$ cat config.mk
export PLATFORM = sky130hd
export DESIGN_NAME = lrupr_cmd_fifo
export DESIGN_NICKNAME = d
export VERILOG_FILES = /design/src/design/lrupr_pkg.sv /design/src/design/lrupr_cmd_fifo.sv
export SDC_FILE = /design/constraint.sdc
export NUM_CORES = 1
export LEC_CHECK = 0
export ABC_AREA = 1
export BUFFER_PORTS_ARGS = -buffer_cell sky130_fd_sc_hd__buf_4
export CORE_MARGIN = 3
export CORE_UTILIZATION = 47
export CTS_CLUSTER_SIZE = 16
export DETAILED_ROUTE_END_ITERATION = 10
export PLACE_DENSITY = 0.75
export SLEW_MARGIN = 20
export SYNTH_ARGS = -nofsm -noshare
export SYNTH_HDL_FRONTEND = slang
export SYNTH_SLANG_ARGS = --single-unit
$ cat constraint.sdc
create_clock -name clk_i -period 3.8 [get_ports clk_i]
set_clock_uncertainty 0.1 [all_clocks]
set_input_delay 0 -clock clk_i [delete_from_list [all_inputs] [get_ports clk_i]]
set_output_delay 0 -clock clk_i [all_outputs]
set_load 0.01 [all_outputs]
$ cat src/design/lrupr_pkg.sv
// Package for the LRU page replacement block: item types, command types,
// sizing constants and small helpers. No dependencies.

package lrupr_pkg;

  // Sizing of the stamp table and the address split of the program counter.
  localparam int NUM_PROCS      = 16;
  localparam int PAGES_PER_PROC = 16;
  // Must be a power of two; the page number is a plain shift of the pc.
  localparam int PAGE_BYTES     = 128;

  localparam int PROC_W   = 4;
  localparam int PC_W     = 11;
  localparam int MASK_W   = 16;
  localparam int OPAGE_W  = 4;
  localparam int TICK_W   = 32;
  localparam int MAX_RESULTS = 16;

  localparam int PAGE_SHIFT = $clog2(PAGE_BYTES);
  localparam int PC_PAGE_W  = (PC_W > PAGE_SHIFT) ? (PC_W - PAGE_SHIFT) : 1;
  localparam int PAGE_W     = (PAGES_PER_PROC > 1) ? $clog2(PAGES_PER_PROC) : 1;
  localparam int STEP_W     = PAGE_W + 1;
  localparam int MASK_IDX_W = $clog2(MASK_W);
  localparam int STAMP_DEPTH = NUM_PROCS * PAGES_PER_PROC;
  localparam int STAMP_AW    = (STAMP_DEPTH > 1) ? $clog2(STAMP_DEPTH) : 1;
  localparam int FLUSH_CNT   = (PAGES_PER_PROC < MAX_RESULTS) ? PAGES_PER_PROC : MAX_RESULTS;

  localparam int CMD_DEPTH = 2;
  localparam int CMD_PTR_W = (CMD_DEPTH > 1) ? $clog2(CMD_DEPTH) : 1;
  localparam int CMD_CNT_W = $clog2(CMD_DEPTH + 1);

  // Result action codes.
  localparam logic ACT_PAGE_IN  = 1'b0;
  localparam logic ACT_PAGE_OUT = 1'b1;

  typedef struct packed {
    logic [PROC_W-1:0] proc_index;
    logic              is_active;
    logic [PC_W-1:0]   program_counter;
    logic [MASK_W-1:0] resident_mask;
    logic              pagein_granted;
    logic              ends_sweep;
  } in_item_t;

  typedef struct packed {
    logic               action;
    logic [PROC_W-1:0]  target_proc;
    logic [OPAGE_W-1:0] target_page;
    logic               last_result;
  } out_item_t;

  typedef enum logic [1:0] {
    CMD_STAMP,
    CMD_PAGE_IN,
    CMD_VICTIM,
    CMD_FLUSH
  } cmd_kind_e;

  typedef struct packed {
    cmd_kind_e         kind;
    logic [PROC_W-1:0] proc;
    logic [PAGE_W-1:0] page;
    logic [MASK_W-1:0] mask;
    logic [TICK_W-1:0] tick;
  } cmd_t;

  typedef enum logic [1:0] {
    BK_IDLE,
    BK_SEARCH,
    BK_EMIT,
    BK_FLUSH
  } back_state_e;

  // Pages past the mask width never count as resident.
  function automatic logic page_resident(logic [MASK_W-1:0] mask, logic [PAGE_W-1:0] page);
    logic res;
    res = 1'b0;
    if (int'(page) < MASK_W) begin
      res = mask[MASK_IDX_W'(page)];
    end
    return res;
  endfunction

  function automatic logic [STAMP_AW-1:0] stamp_addr(logic [PROC_W-1:0] proc,
                                                     logic [PAGE_W-1:0] page);
    return STAMP_AW'(STAMP_AW'(proc) * STAMP_AW'(PAGES_PER_PROC) + STAMP_AW'(page));
  endfunction

endpackage

$ cat src/design/lrupr_cmd_fifo.sv
// Short command queue between front and back end.
// Depends on lrupr_pkg.

module lrupr_cmd_fifo import lrupr_pkg::*; (
  input  logic clk_i,
  input  logic rst_ni,
  input  logic wr_valid_i,
  input  cmd_t wr_data_i,
  output logic full_o,
  output logic rd_valid_o,
  output cmd_t rd_data_o,
  input  logic rd_i
);

  cmd_t                 slot_q [CMD_DEPTH];
  logic [CMD_PTR_W-1:0] wr_ptr_q, rd_ptr_q;
  logic [CMD_CNT_W-1:0] cnt_q;
  logic                 do_wr, do_rd;

  assign full_o     = cnt_q == CMD_CNT_W'(CMD_DEPTH);
  assign rd_valid_o = cnt_q != '0;
  assign rd_data_o  = slot_q[rd_ptr_q];
  assign do_wr      = wr_valid_i && !full_o;
  assign do_rd      = rd_i && rd_valid_o;

  always_ff @(posedge clk_i) begin
    if (do_wr) begin
      slot_q[wr_ptr_q] <= wr_data_i;
    end
  end

  always_ff @(posedge clk_i or negedge rst_ni) begin
    if (!rst_ni) begin
      wr_ptr_q <= '0;
      rd_ptr_q <= '0;
      cnt_q    <= '0;
    end else begin
      if (do_wr) begin
        wr_ptr_q <= (int'(wr_ptr_q) == CMD_DEPTH - 1) ? '0 : wr_ptr_q + CMD_PTR_W'(1);
      end
      if (do_rd) begin
        rd_ptr_q <= (int'(rd_ptr_q) == CMD_DEPTH - 1) ? '0 : rd_ptr_q + CMD_PTR_W'(1);
      end
      if (do_wr && !do_rd) begin
        cnt_q <= cnt_q + CMD_CNT_W'(1);
      end else if (do_rd && !do_wr) begin
        cnt_q <= cnt_q - CMD_CNT_W'(1);
      end
    end
  end

endmodule

==> results of run 1 <==
synth_stat cells (all sizes together):
| cell type | instances | area share (%) |
|---|---|---|
| nand2 | 185 | 16 |
| edfxtp | 116 | 78 |
| buf | 13 | 2.0 |
| inv | 8 | 0.67 |
| dfrtp | 4 | 2.2 |
| nor2 | 3 | 0.25 |
| nand3 | 2 | 0.22 |
| ha | 1 | 0.28 |
| nand4 | 1 | 0.14 |
| o21ai | 1 | 0.11 |
| xnor2 | 1 | 0.20 |
report_power, final:
group          internal [W]  leakage [nW]  switching, W  total [W]
sequential          0.00181          1.13     0.0000778    0.00189
clock               0.00119         0.316      0.000527    0.00172
combinational      0.000661          1.46      0.000953    0.00161
total               0.00366          2.90       0.00156    0.00522
flip-flops by register name, indices dropped and copies added (netlist names):
| name | count |
|---|---|
| rd_ptr_q | 1 |
| wr_ptr_q | 1 |
| cnt_q | 2 |
| slot_q | 116 |
metrics by stage:
step           instances  worst slack [ns]
6_report             666              1.57
3_5_place_dp         572              1.63
3_3_place_gp         572              1.69
4_1_cts              666              1.54
5_1_grt              666              1.43
2_1_floorplan        335             0.240
final cells by class:
cell class,count,area [um2]
timing repair buffer,186,1550
tap,126,158
sequential,120,3580
inverter,8,30.0
fill,561,2250
clock inverter,14,229
multi-input combinational,194,756
clock buffer,18,418
worst paths after layout:
path | start | end | depth (start not counted)
setup reg to reg | cnt_q[1] | slot_q[0][28] | 6
setup / recovery | rd_ptr_q | rd_data_o[32] | 4
hold reg to reg | wr_ptr_q | wr_ptr_q | 2
min in group asynchronous | rst_ni | cnt_q[1] | 3
hold / removal | wr_data_i[30] | slot_q[1][30] | 2
max in group asynchronous | rst_ni | rd_ptr_q | 3
what timing repair did:
action / 4_1_cts / 5_1_grt
setup endpoints to repair: 0 / 0
endpoints found under the hold margin: 123 / 0
hold buffers: 62 / 0
metal layers:
metal	wire (um)	track usage (%)
met3	486	5.30
met2	5200	34.1
met4	87	6.97
met5	0	0
met1	3890	21.5
kinds of logic after synthesis:
kind of cell | synth area share (%)
fa+ha+maj | 0.281
compound gates | 0.112
flops | 80.5
simple gates | 16.2
xor+xnor | 0.197
buf+inv | 2.67
critical path: stages (launching register included):
cell     delay, ns
dfrtp_2       0.40
inv_2         0.73
nand2_1       0.17
nand2_1       0.16
buf_4         0.13
==> results.json, run 1 <==
{
  "start_util_pct": 49.6,
  "worst_pin_slew_ns": 1.04,
  "cts_tree": "done",
  "drv_cap": 0,
  "path_clk_slew_ns": 0.06,
  "ys_warn_count": 0,
  "syn-cell-area_mm2": 0.00445,
  "placed_cell_area_mm2": 0.00546,
  "numPortBuffers": 121,
  "drive_above_1_share_pct": 29.3,
  "critPathKind": "register to primary output",
  "grt.overflow.total": 0,
  "core_mm2": 0.00898,
  "grt_max_degree": 60,
  "grt_pass1_wl_mm": 14.8,
  "yosys_register_bits": 120,
  "die_x_um": 103,
  "clock-sinks": 120,
  "post-dp-hpwl_mm": 5.35,
  "min_path_type": "input port to register",
  "synth_cells": 335,
  "ioPinCount": 122,
  "n_antenna_cell": 0,
  "regToRegSetupSlack_ns": 1.65,
  "first_iter_violations": 192,
  "cts-htree-levels": 4,
  "layout_commonest_cell": "nand2_1",
  "cp-end-kind": "primary output",
  "p_leak_nw": 2.90,
  "crit_arrival_ns": 2.13,
  "fin_area_mm2": 0.00673,
  "hold_violations": 0,
  "first_global_vias": 3120,
  "dieArea_mm2": 0.0107,
  "setup_viol": 0,
  "cp.required_ns": 3.70,
  "status": "finished clean",
  "clk_path_buf_depth": 2,
  "start_kind": "register",
  "yosysSeqAreaShare_pct": 80.5,
  "max_freq_mhz": 448,
  "grt.total_usage_pct": 18.9,
  "cts_buffers": 17,
  "synth_cell_types": 14,
  "first_pass_iters": 4,
  "post_cts_buffers": 0,
  "vias": 3051,
  "final_nets": 590,
  "post_cts_resized": 0,
  "ant_nets": 0,
  "wl_mm": 9.66,
  "cts_root_buf": "clkbuf_8",
  "postSynthAreaPerCell_um2": 13.3,
  "post-route-util_pct": 74.9,
  "drv_slew": 0,
  "antenna_found_initial": 0,
  "final_cell_mix": "nand2_1 (185), buf_4 (124), edfxtp_1 (116)",
  "fin_crit_sh_pct": 58.7,
  "setup_tns_ns": 0,
  "period_minus_slack_ns": 2.23,
  "drc": 0,
  "rsz0062_at_grt": "false",
  "hold_ws_ns": 0.132,
  "gp_congestion": 0.713,
  "dieHeight_um": 103,
  "peakVddDrop_v": 0.000432,
  "fp-row-count": 34,
  "slew_headroom_pct": 30.7,
  "area_delta_synth_final_pct": 51.1,
  "clock_latency_ns": 0.49,
  "total_power_w": 0.00522,
  "critPathMaxFanout": 59,
  "drt-vias-per-instance": 4.58,
  "synth_fp_nets": 398,
  "wl_per_cell_um": 14.5,
  "power_density_mw_per_mm2": 776
}
No activity file was read; power rests on OpenSTA's default activity.
==> run 2, diff against run 1 <==
--- a/config.mk
+++ b/config.mk
@@ -8,10 +8,10 @@
 export ABC_AREA = 1
 export BUFFER_PORTS_ARGS = -buffer_cell sky130_fd_sc_hd__buf_4
 export CORE_MARGIN = 3
-export CORE_UTILIZATION = 47
+export CORE_UTILIZATION = 52
 export CTS_CLUSTER_SIZE = 16
 export DETAILED_ROUTE_END_ITERATION = 10
-export PLACE_DENSITY = 0.75
+export PLACE_DENSITY = 0.78
 export SLEW_MARGIN = 20
 export SYNTH_ARGS = -nofsm -noshare
 export SYNTH_HDL_FRONTEND = slang
==> constraint.sdc (replaced) <==
create_clock -name clk_i -period 2.31 [get_ports clk_i]
set_clock_uncertainty 0.1 [all_clocks]
set_input_delay 0 -clock clk_i [delete_from_list [all_inputs] [get_ports clk_i]]
set_output_delay 0 -clock clk_i [all_outputs]
set_load 0.01 [all_outputs]
==> run 2 against run 1 <==
Against the previous run: cell area hardly changed; non-clock buffer count grew 3; die area fell by 9.1%; largest cell class unchanged; clock power is 56% higher; via count grew 6.2%; critical path type unchanged; register-to-register slack got worse by 0.99 ns; worst hold slack got worse by 0.0084 ns; global-route usage up 3.9 points; sequential power is 65% higher; sequential share of layout area hardly changed; final cell count down 2.7%; critical endpoint is now rd_data_o[25].
==> results.json, run 2 (synthesis results as in run 1) <==
{
  "clock-sinks": 120,
  "p_leak_nw": 2.90,
  "first_global_vias": 3507,
  "start_util_pct": 53.9,
  "drc": 0,
  "post_cts_buffers": 0,
  "cts_buffers": 17,
  "dieArea_mm2": 0.00971,
  "wl_per_cell_um": 16.5,
  "rsz0062_at_grt": "false",
  "critPathKind": "register to primary output",
  "grt.total_usage_pct": 22.8,
  "hold_buffers": 62,
  "status": "finished clean",
  "start_kind": "register",
  "post_cts_resized": 0,
  "dieHeight_um": 98.5,
  "grt.overflow.total": 0,
  "cp-end-kind": "primary output",
  "fill_cells": 406,
  "largest_reg_flops": 116,
  "drive_above_1_share_pct": 29.7,
  "cts_tree": "done",
  "core_mm2": 0.00826,
  "largestRegisters": "slot_q x116, cnt_q x2",
  "cp.required_ns": 2.21,
  "crit_arrival_ns": 1.81,
  "clk_path_buf_depth": 2,
  "period_minus_slack_ns": 1.91,
  "first_iter_violations": 186,
  "slew_headroom_pct": 59.0,
  "antenna_found_initial": 0,
  "multiInputGateArea_um2": 756,
  "n_antenna_cell": 0,
  "max_freq_mhz": 524,
  "slowest_delay_ns": 0.50,
  "cp_cell_sequence": "buf_4, nand2_1, nand2_1, buf_4",
  "cts-htree-levels": 4,
  "gp_congestion": 0.835,
  "vias": 3240,
  "regMostFlops": "slot_q",
  "layout_commonest_cell": "nand2_1",
  "hold_violations": 0,
  "setup_viol": 0,
  "numPortBuffers": 121,
  "first_pass_iters": 5,
  "peakVddDrop_v": 0.00100,
  "worst_pin_slew_ns": 0.615,
  "path_clk_slew_ns": 0.06,
  "grt_pass1_wl_mm": 16.6,
  "hold_ws_ns": 0.124,
  "wl_mm": 10.7,
  "setup_tns_ns": 0,
  "ioPinCount": 122,
  "grt_max_degree": 60,
  "area_delta_synth_final_pct": 51.3,
  "final_nets": 593,
  "fp-row-count": 33,
  "fin_crit_sh_pct": 82.6,
  "die_x_um": 98.5,
  "critPathMaxFanout": 59,
  "final_cell_mix": "nand2_1 (185), buf_4 (124), edfxtp_1 (116)",
  "slowest_stage": "buf_4",
  "ant_nets": 0,
  "cts_root_buf": "clkbuf_8",
  "min_path_type": "input port to register",
  "clock_latency_ns": 0.50,
  "seq_area_mm2": 0.00358,
  "drv_cap": 0,
  "power_density_mw_per_mm2": 1280,
  "drt-vias-per-instance": 5.00,
  "post-dp-hpwl_mm": 5.69,
  "drv_slew": 0
}
[run 2: cell count changes in the layout (fill, tap and decap cells not counted), moves of 2 or more]
cell        before  now
clkinv_4         2    4
clkinvlp_4       1    3
clkinv_2         4    1
inv_6            0    2
buf_12           0    3
bufinv_16        6    4
[run 2: critical path, delay by kind of cell (launching register included)]
kind	cells	cell delay [ns]
buffers and inverters	2	0.64
flip-flops	1	0.36
AND/OR/NAND/NOR	2	0.28
[run 2: worst paths after layout]
path | depth (start not counted) | end | from | slack, ns
setup / recovery | 4 | rd_data_o[25] | rd_ptr_q | 0.40
hold / removal | 2 | slot_q[1][20] | wr_data_i[20] | 0.12
setup reg to reg | 6 | slot_q[0][5] | cnt_q[1] | 0.66
hold reg to reg | 2 | cnt_q[1] | cnt_q[1] | 0.38
max in group asynchronous | 3 | rd_ptr_q | rst_ni | 1.59
min in group asynchronous | 3 | cnt_q[1] | rst_ni | 0.33
[run 2: cell type report]
class                      count  area share [%]
clock inverter                15            2.97
tap                          105            1.95
sequential                   120            53.3
clock buffer                  17            6.15
multi-input combinational    194            11.2
timing repair buffer         189            23.9
inverter                       8           0.502
[run 2: per-layer routing]
metal	part of all wire [%]	GRT usage, %	routed length [um]
met1	35	23.2	3750
met2	56	42.3	5980
met3	7.5	8.00	801
met4	1.6	9.24	174
met5	0	0	0
[run 2: report_power, final]
part	total, W	leakage, nW	internal (W)	switching (W)
Sequential	0.00311	1.13	0.00297	0.000138
Clock	0.00269	0.294	0.00175	0.000941
Combinational	0.00279	1.48	0.00116	0.00163
Total	0.00860	2.90	0.00588	0.00271
[run 2: metrics by stage]
| step | std cells | setup slack [ns] | area, um2 | total power (W) | util, % |
|---|---|---|---|---|---|
| 2_1_floorplan | 335 | 0.154 | 4460 | 0.00454 | - |
| 3_3_place_gp | 554 | 0.766 | 5500 | 0.00574 | 66.6 |
| 3_5_place_dp | 554 | 0.689 | 5500 | 0.00581 | 66.6 |
| 4_1_cts | 648 | 0.405 | 6730 | 0.00859 | 81.5 |
| 5_1_grt | 648 | 0.274 | 6730 | 0.00904 | 81.5 |
| 6_report | 648 | 0.403 | 6730 | 0.00860 | 81.5 |
