**config.mk**
```make
export PLATFORM = sky130hd
export DESIGN_NAME = lrupr_front
export DESIGN_NICKNAME = d
export VERILOG_FILES = /design/src/design/lrupr_pkg.sv /design/src/design/lrupr_front.sv
export SDC_FILE = /design/constraint.sdc
export NUM_CORES = 1
export LEC_CHECK = 0
export CELL_PAD_IN_SITES_DETAIL_PLACEMENT = 1
export CELL_PAD_IN_SITES_GLOBAL_PLACEMENT = 1
export CORE_ASPECT_RATIO = 0.6
export CORE_UTILIZATION = 46
export CTS_CLUSTER_SIZE = 8
export DETAILED_ROUTE_END_ITERATION = 7
export DONT_BUFFER_PORTS = 1
export PLACE_DENSITY_LB_ADDON = 0.1
export SYNTH_ARGS = -nofsm -noshare
export SYNTH_HDL_FRONTEND = slang
export SYNTH_SLANG_ARGS = --single-unit
export TNS_END_PERCENT = 10
```
**constraint.sdc**
```tcl
create_clock -name clk_i -period 2.5 [get_ports clk_i]
set_input_delay 0.625 -clock clk_i [delete_from_list [all_inputs] [get_ports clk_i]]
set_output_delay 0.625 -clock clk_i [all_outputs]
set_load 0.02 [all_outputs]
```
**src/design/lrupr_pkg.sv**
```systemverilog
// Package for the LRU page replacement block: item types, command types,
// sizing constants and small helpers. No dependencies.

package lrupr_pkg;

  // Sizing of the stamp table and the address split of the program counter.
  localparam int NUM_PROCS      = 16;
  localparam int PAGES_PER_PROC = 16;
  // Must be a power of two; the page number is a plain shift of the pc.
  localparam int PAGE_BYTES     = 128;

  localparam int PROC_W   = 4;
  localparam int PC_W     = 11;
  localparam int MASK_W   = 16;
  localparam int OPAGE_W  = 4;
  localparam int TICK_W   = 32;
  localparam int MAX_RESULTS = 16;

  localparam int PAGE_SHIFT = $clog2(PAGE_BYTES);
  localparam int PC_PAGE_W  = (PC_W > PAGE_SHIFT) ? (PC_W - PAGE_SHIFT) : 1;
  localparam int PAGE_W     = (PAGES_PER_PROC > 1) ? $clog2(PAGES_PER_PROC) : 1;
  localparam int STEP_W     = PAGE_W + 1;
  localparam int MASK_IDX_W = $clog2(MASK_W);
  localparam int STAMP_DEPTH = NUM_PROCS * PAGES_PER_PROC;
  localparam int STAMP_AW    = (STAMP_DEPTH > 1) ? $clog2(STAMP_DEPTH) : 1;
  localparam int FLUSH_CNT   = (PAGES_PER_PROC < MAX_RESULTS) ? PAGES_PER_PROC : MAX_RESULTS;

  localparam int CMD_DEPTH = 2;
  localparam int CMD_PTR_W = (CMD_DEPTH > 1) ? $clog2(CMD_DEPTH) : 1;
  localparam int CMD_CNT_W = $clog2(CMD_DEPTH + 1);

  // Result action codes.
  localparam logic ACT_PAGE_IN  = 1'b0;
  localparam logic ACT_PAGE_OUT = 1'b1;

  typedef struct packed {
    logic [PROC_W-1:0] proc_index;
    logic              is_active;
    logic [PC_W-1:0]   program_counter;
    logic [MASK_W-1:0] resident_mask;
    logic              pagein_granted;
    logic              ends_sweep;
  } in_item_t;

  typedef struct packed {
    logic               action;
    logic [PROC_W-1:0]  target_proc;
    logic [OPAGE_W-1:0] target_page;
    logic               last_result;
  } out_item_t;

  typedef enum logic [1:0] {
    CMD_STAMP,
    CMD_PAGE_IN,
    CMD_VICTIM,
    CMD_FLUSH
  } cmd_kind_e;

  typedef struct packed {
    cmd_kind_e         kind;
    logic [PROC_W-1:0] proc;
    logic [PAGE_W-1:0] page;
    logic [MASK_W-1:0] mask;
    logic [TICK_W-1:0] tick;
  } cmd_t;

  typedef enum logic [1:0] {
    BK_IDLE,
    BK_SEARCH,
    BK_EMIT,
    BK_FLUSH
  } back_state_e;

  // Pages past the mask width never count as resident.
  function automatic logic page_resident(logic [MASK_W-1:0] mask, logic [PAGE_W-1:0] page);
    logic res;
    res = 1'b0;
    if (int'(page) < MASK_W) begin
      res = mask[MASK_IDX_W'(page)];
    end
    return res;
  endfunction

  function automatic logic [STAMP_AW-1:0] stamp_addr(logic [PROC_W-1:0] proc,
                                                     logic [PAGE_W-1:0] page);
    return STAMP_AW'(STAMP_AW'(proc) * STAMP_AW'(PAGES_PER_PROC) + STAMP_AW'(page));
  endfunction

endpackage

```
**src/design/lrupr_front.sv**
```systemverilog
// Front end: accepts items, keeps the tick counter and turns items into
// back-end commands, dropping out-of-range ones. Depends on lrupr_pkg.

module lrupr_front import lrupr_pkg::*; (
  input  logic     clk_i,
  input  logic     rst_ni,
  input  logic     push,
  input  in_item_t item_i,
  input  logic     cmd_full_i,
  output logic     full,
  output logic     cmd_valid_o,
  output cmd_t     cmd_o
);

  logic [TICK_W-1:0]    tick_q, tick_d;
  logic                 accept;
  logic                 in_range;
  logic [PC_PAGE_W-1:0] pc_page;
  logic                 page_ok;
  logic [PAGE_W-1:0]    page;
  logic                 has_cmd;
  cmd_kind_e            kind;

  assign full   = cmd_full_i;
  assign accept = push && !cmd_full_i;

  assign in_range = int'(item_i.proc_index) < NUM_PROCS;
  assign pc_page  = PC_PAGE_W'(item_i.program_counter >> PAGE_SHIFT);
  assign page_ok  = int'(pc_page) < PAGES_PER_PROC;
  assign page     = PAGE_W'(pc_page);

  always_comb begin
    has_cmd = 1'b0;
    kind    = CMD_STAMP;
    priority if (!in_range) begin
      has_cmd = 1'b0;
    end else if (!item_i.is_active) begin
      has_cmd = 1'b1;
      kind    = CMD_FLUSH;
    end else if (!page_ok) begin
      has_cmd = 1'b0;
    end else if (page_resident(item_i.resident_mask, page)) begin
      has_cmd = 1'b1;
      kind    = CMD_STAMP;
    end else if (item_i.pagein_granted) begin
      has_cmd = 1'b1;
      kind    = CMD_PAGE_IN;
    end else begin
      has_cmd = 1'b1;
      kind    = CMD_VICTIM;
    end
  end

  assign cmd_valid_o = accept && has_cmd;
  assign cmd_o.kind  = kind;
  assign cmd_o.proc  = item_i.proc_index;
  assign cmd_o.page  = page;
  assign cmd_o.mask  = item_i.resident_mask;
  assign cmd_o.tick  = tick_q;

  // Advance the tick after the item that closes a sweep.
  assign tick_d = (accept && item_i.ends_sweep) ? tick_q + TICK_W'(1) : tick_q;

  always_ff @(posedge clk_i or negedge rst_ni) begin
    if (!rst_ni) begin
      tick_q <= TICK_W'(1);
    end else begin
      tick_q <= tick_d;
    end
  end

endmodule

```
==> results of run 1 <==
[layout by cell type, fill, tap and decap left out, drive strengths merged, types with 4 or more instances in the layout]
cell type and n:
and3 5, clkbuf 7, dfrtp 31, mux2i 9, nand2 11, nand3 10, nand4 16, nor4 5
xnor2 27, xor2 4
[report_power, final]
part / total (µW) / leakage, µW / internal (µW) / switching, µW
logic: 88.6 / 0.000342 / 50.0 / 38.6
registers: 660 / 0.000438 / 559 / 101
clock network: 410 / 0.0000445 / 224 / 186
total: 1160 / 0.000824 / 833 / 326
[through the flow]
| step | area [µm²] | worst slack, ns |
|---|---|---|
| CTS | 1800 | 0.245 |
| detailed placement | 1710 | 0.245 |
| finish | 1800 | 0.249 |
| global placement | 1710 | 0.270 |
| global route | 1800 | 0.207 |
| floorplan | 1840 | 0.132 |
[cell usage after synthesis (all sizes together)]
library cell	number
dfrtp	31
buf	28
xnor2	27
nand4	16
nand2	11
nand3	10
mux2i	9
and3	5
nor4	5
xor2	4
inv	3
nor2	3
and2	2
and4	2
mux4	2
o21ai	2
dfstp	1
ha	1
nand3b	1
nor2b	1
nor3	1
[logic make-up after synthesis]
group,count (synthesis),synth area share (%)
and+or+nand+nor,57,20.9
DFF,32,43.7
xor gates and xnor gates,31,14.8
buffers and inverters,31,12.0
muxes,11,7.36
AOI/OAI and AO/OA,2,0.545
adders and majority gates,1,0.682
[worst reg2reg max path: cells and delay by family (launching register included)]
kind	cells	cell delay, ns
flip-flops	1	0.64
AND/OR/NAND/NOR	3	0.94
XOR/XNOR	1	0.16
adder cells (fa/ha/maj)	1	0.21
[cell type report]
type | instances | area (µm²)
Clock buffer | 7 | 86.3
Timing Repair Buffer | 3 | 22.5
Clock inverter | 1 | 7.51
Inverter | 3 | 11.3
Fill cell | 405 | 1940
Multi-Input combinational cell | 102 | 813
Tap cell | 47 | 58.8
Sequential cell | 32 | 802
[per-layer routing]
| layer | share of wire [%] | vias up |
|---|---|---|
| met5 | 0 | - |
| met1 | 44 | 554 |
| li1 | - | 515 |
| met3 | 6.9 | 6 |
| met4 | 0.68 | 0 |
| met2 | 48 | 62 |
[worst max-delay path by stage]
stage	startpoint	to	slack, ns
finish	item_i[25]	cmd_o[56]	0.25
global route	item_i[25]	cmd_o[56]	0.21
CTS	item_i[26]	cmd_o[56]	0.25
detailed placement	item_i[26]	cmd_o[56]	0.25
global placement	item_i[25]	cmd_o[57]	0.27
floorplan	item_i[25]	cmd_o[56]	0.13
==> flow_metrics.py, run 1 <==
metrics = {
    "run_status": {
        "status": "finished clean",
    },
    "global_route": {
        "first_global_vias": 1202,
        "antenna_found_initial": 0,
        "use_met3_pct": 6.14,
        "gr-usage-met1_pct": 22.2,
        "busiest_layer": "met2",
        "grtUsageMet2_pct": 31.6,
        "grt-ovfl-total": 0,
        "grt_pass1_wl_um": 5990,
        "grt_max_degree": 33,
        "grt_usage_pct": 18.5,
    },
    "logic_synthesis": {
        "yosysSeqAreaShare_pct": 43.7,
        "synth-seq-cells": 32,
        "synth.net_count": 204,
        "yosysWarningCount": 0,
        "yosys.area.top_type": "dfrtp_1",
        "synth_area_per_cell_um2": 11.1,
        "syn_inst": 165,
        "synthTopCellsByArea": "dfrtp_1, xnor2_1, buf_4",
        "yosysTopAreaCellShare_pct": 42.3,
        "syn_area_um2": 1840,
        "ys_types": 26,
    },
    "detailed_routing": {
        "routedWlPerCell_um": 18.8,
        "drc": 0,
        "drt_iter0_markers": 36,
        "antenna_left": 0,
        "vias": 1137,
        "firstDrtPassIters": 4,
        "totalWireLength_um": 3670,
        "drt-vias-per-instance": 5.83,
    },
    "cells_and_area": {
        "area_growth_pct": -1.84,
        "final_nets": 186,
        "diodes": 0,
        "fin_cells": 195,
        "largest_reg_flops": 32,
        "post-route-util_pct": 48.1,
        "reg_top3": "tick_q (32)",
        "top_register": "tick_q",
        "drive_above_1_share_pct": 12.8,
    },
    "setup_path": {
        "cp_num_cells": 5,
        "r2r-start": "tick_q[0]",
        "cp_max_fo": 6,
        "cp_data_required_time_ns": 1.88,
        "path_class": "primary input to output port",
        "crit_chain": "mux2i_1 -> mux4_2 -> mux2i_1 -> o21ai_0 -> buf_4",
        "cp.arrival_ns": 1.63,
        "critPathBufInv": 1,
        "cpMostUsedCell": "mux2i_1",
        "r2r_end": "tick_q[20]",
        "r2r_cells": 5,
        "crit_family": "multiplexers",
        "slowest_delay_ns": 0.45,
        "ff2ff_setup_slack_ns": 0.41,
        "slowest_stage": "mux4_2",
        "startpoint_type": "primary input",
        "cp-end-kind": "output port",
    },
    "timing": {
        "timing.fmax_ghz": 0.444,
        "fin_crit_ns": 2.25,
        "rsz0062_at_grt": "false",
        "hold_viol": 0,
        "min_period_over_period_pct": 90.0,
        "clock-skew-final_ns": 0.00965,
        "holdWs_ns": 0.0343,
        "slew_headroom_pct": 58.9,
        "timing.final.max_slew_violations": 0,
        "setup_viol": 0,
        "setup_tns_ns": 0,
        "worst_pin_slew_ns": 0.612,
    },
    "clock_tree": {
        "cts_setup_buffers": 0,
        "clk_pin_slew_worst_paths_ns": 0.07,
        "clk_latency_ns": 0.28,
        "cts-resized-gates": 0,
        "cts_root_buffer": "clkbuf_8",
        "cts_buffer_depth": 2,
        "htree_levels": 2,
        "cts_hold_buf": 0,
        "cts_buffers": 5,
        "cts_tree": "built",
        "cts_sinks": 32,
    },
    "run": {
        "maxCapViolCount": 0,
    },
    "power_and_ir_drop": {
        "total_leakage_power_uw": 0.000824,
        "vdd.ir_drop.worst_mv": 0.323,
        "powerDensity_nw_per_um2": 643,
        "finalPower_uw": 1160,
    },
    "placed_design": {
        "gp_congestion": 0.710,
        "io_buffers": 0,
        "place_inst": 187,
    },
    "die": {
        "start_util_pct": 49.0,
        "design.core.area_um2": 3740,
        "ios": 98,
        "fp.dieW_um": 83.6,
        "row_count": 17,
        "dieArea_um2": 4260,
        "die_h_um": 50.9,
    },
    "worst_hold_path": {
        "hp-class": "primary input to asynchronous set/reset pin",
    },
}
(Power assumes the default switching activity.)
==> run 2: changes to the inputs <==
Settings changed: CORE_ASPECT_RATIO 0.6 to 1.25, HOLD_SLACK_MARGIN set to 0.05.
==> flow_metrics.py, run 2 (same netlist as run 1, synthesis figures left out) <==
metrics = {
    "power_and_ir_drop": {
        "pwr-share-comb_pct": 8.5,
        "clkPwrFrac_pct": 34.4,
        "swShare_pct": 27.8,
        "total_leakage_power_uw": 0.000835,
        "powerDensity_nw_per_um2": 634,
        "intPower_uw": 836,
        "vdd.ir_drop.worst_mv": 0.387,
        "seq_power_share_pct": 57.1,
        "power_switching_uw": 323,
    },
    "global_route": {
        "grt-ovfl-total": 0,
        "antenna_found_initial": 0,
        "grt_pass1_wl_um": 5590,
        "grt_usage_pct": 17.7,
        "grt_max_degree": 32,
        "first_global_vias": 1227,
    },
    "timing": {
        "slew_headroom_pct": 58.0,
        "setup_viol": 0,
        "fin_crit_ns": 2.24,
        "hold_viol": 0,
        "clock-skew-final_ns": 0.00453,
        "min_period_over_period_pct": 89.5,
        "worst_pin_slew_ns": 0.625,
        "timing.fmax_ghz": 0.447,
        "rsz0062_at_grt": "false",
        "setup_tns_ns": 0,
        "timing.final.max_slew_violations": 0,
    },
    "die": {
        "dieArea_um2": 4250,
        "design.core.area_um2": 3820,
        "start_util_pct": 48.1,
        "row_count": 25,
        "die_h_um": 72.6,
        "fp.dieW_um": 58.5,
        "ios": 98,
    },
    "run_status": {
        "status": "finished clean",
    },
    "detailed_routing": {
        "routedWlPerCell_um": 16.9,
        "antenna_left": 0,
        "drt_iter0_markers": 29,
        "totalWireLength_um": 3440,
        "drc": 0,
        "drt-vias-per-instance": 5.67,
        "vias": 1151,
        "firstDrtPassIters": 4,
    },
    "cells_and_area": {
        "area_growth_pct": -0.477,
        "top_register": "tick_q",
        "final_cell_mix": "dfrtp_1, xnor2_1, nand4_1",
        "final_common_cell": "dfrtp_1",
        "diodes": 0,
        "reg_top3": "tick_q (32)",
        "post-route-util_pct": 47.9,
        "final_nets": 187,
        "drive_above_1_share_pct": 12.8,
        "largest_reg_flops": 32,
    },
    "clock_tree": {
        "cts_buffer_depth": 2,
        "cts_root_buffer": "clkbuf_8",
        "cts_sinks": 32,
        "clk_pin_slew_worst_paths_ns": 0.06,
        "cts_buffers": 5,
        "htree_levels": 2,
        "cts_tree": "built",
        "clk_latency_ns": 0.28,
        "cts-resized-gates": 0,
    },
    "placed_design": {
        "dp_hpwl_um": 2570,
        "gp_congestion": 0.677,
        "io_buffers": 0,
    },
    "setup_path": {
        "slowest_delay_ns": 0.46,
        "cp_max_fo": 6,
        "crit_chain": "mux2i_1 -> mux4_2 -> mux2i_1 -> o21ai_0 -> buf_4",
        "slowest_stage": "mux4_2",
        "cp_data_required_time_ns": 1.88,
        "path_class": "primary input to output port",
        "cp.arrival_ns": 1.61,
        "startpoint_type": "primary input",
        "cp-end-kind": "output port",
        "cpMostUsedCell": "mux2i_1",
    },
    "run": {
        "maxCapViolCount": 0,
    },
    "worst_hold_path": {
        "hp-class": "primary input to asynchronous set/reset pin",
    },
}
==> run 2: area by class of cell <==
cell class / count / area [µm²]
flip-flops and latches: 32 / 802
fillers: 420 / 1990
multi-input cells: 102 / 813
clock buffers: 8 / 90.1
inverters: 3 / 11.3
well taps: 54 / 67.6
repair buffers: 4 / 42.5
==> run 2: final timing paths <==
path | from | slack (ns) | cells past startpoint | endpoint
max | item_i[26] | 0.26 | 5 | cmd_o[57]
min | rst_ni | 0.17 | 1 | tick_q[9]
max reg2reg | tick_q[0] | 0.41 | 5 | tick_q[20]
min reg2reg | tick_q[0] | 0.57 | 1 | tick_q[0]
max in group asynchronous | rst_ni | 2.17 | 1 | tick_q[27]
min in group clk_i | item_i[0] | 0.56 | 2 | tick_q[0]
==> run 2: routing by layer <==
metal	wire (µm)	GRT usage, %	vias to the layer above
li1	-	-	515
met1	1250	17.7	573
met5	0	0	-
met2	1860	32.7	55
met4	61	6.88	0
met3	260	6.56	8
==> run 2: metrics by stage <==
step	cell area [µm²]	hold WS [ns]	total power, µW	worst slack [ns]	cells
3_3_place_gp	1720	0.330	753	0.272	194
3_5_place_dp	1720	0.330	761	0.243	194
6_report	1830	0.166	1160	0.263	203
4_1_cts	1830	0.162	1180	0.243	203
5_1_grt	1830	0.159	1220	0.194	203
2_1_floorplan	1840	0.329	792	0.132	165
==> run 2: worst max-delay path, delay by kind of cell <==
kind | cells | cell delay [ns]
mux | 3 | 0.73
buf+inv | 1 | 0.16
compound gates | 1 | 0.10
==> run 2: power groups by stage <==
| stage | Combinational (µW) | Sequential [µW] | Clock [µW] |
|---|---|---|---|
| floorplan | 135 | 657 | 0 |
| global route | 114 | 669 | 440 |
| finish | 98.2 | 662 | 399 |
| detailed placement | 87.7 | 673 | 0 |
| CTS | 102 | 664 | 417 |
| global placement | 83.6 | 670 | 0 |
==> run 2: timing repair <==
action / in CTS / in global routing
buffers inserted: 0 / 0
setup endpoints to repair: 0 / 0
hold endpoints to repair: 31 / 0
hold buffers: 1 / 0
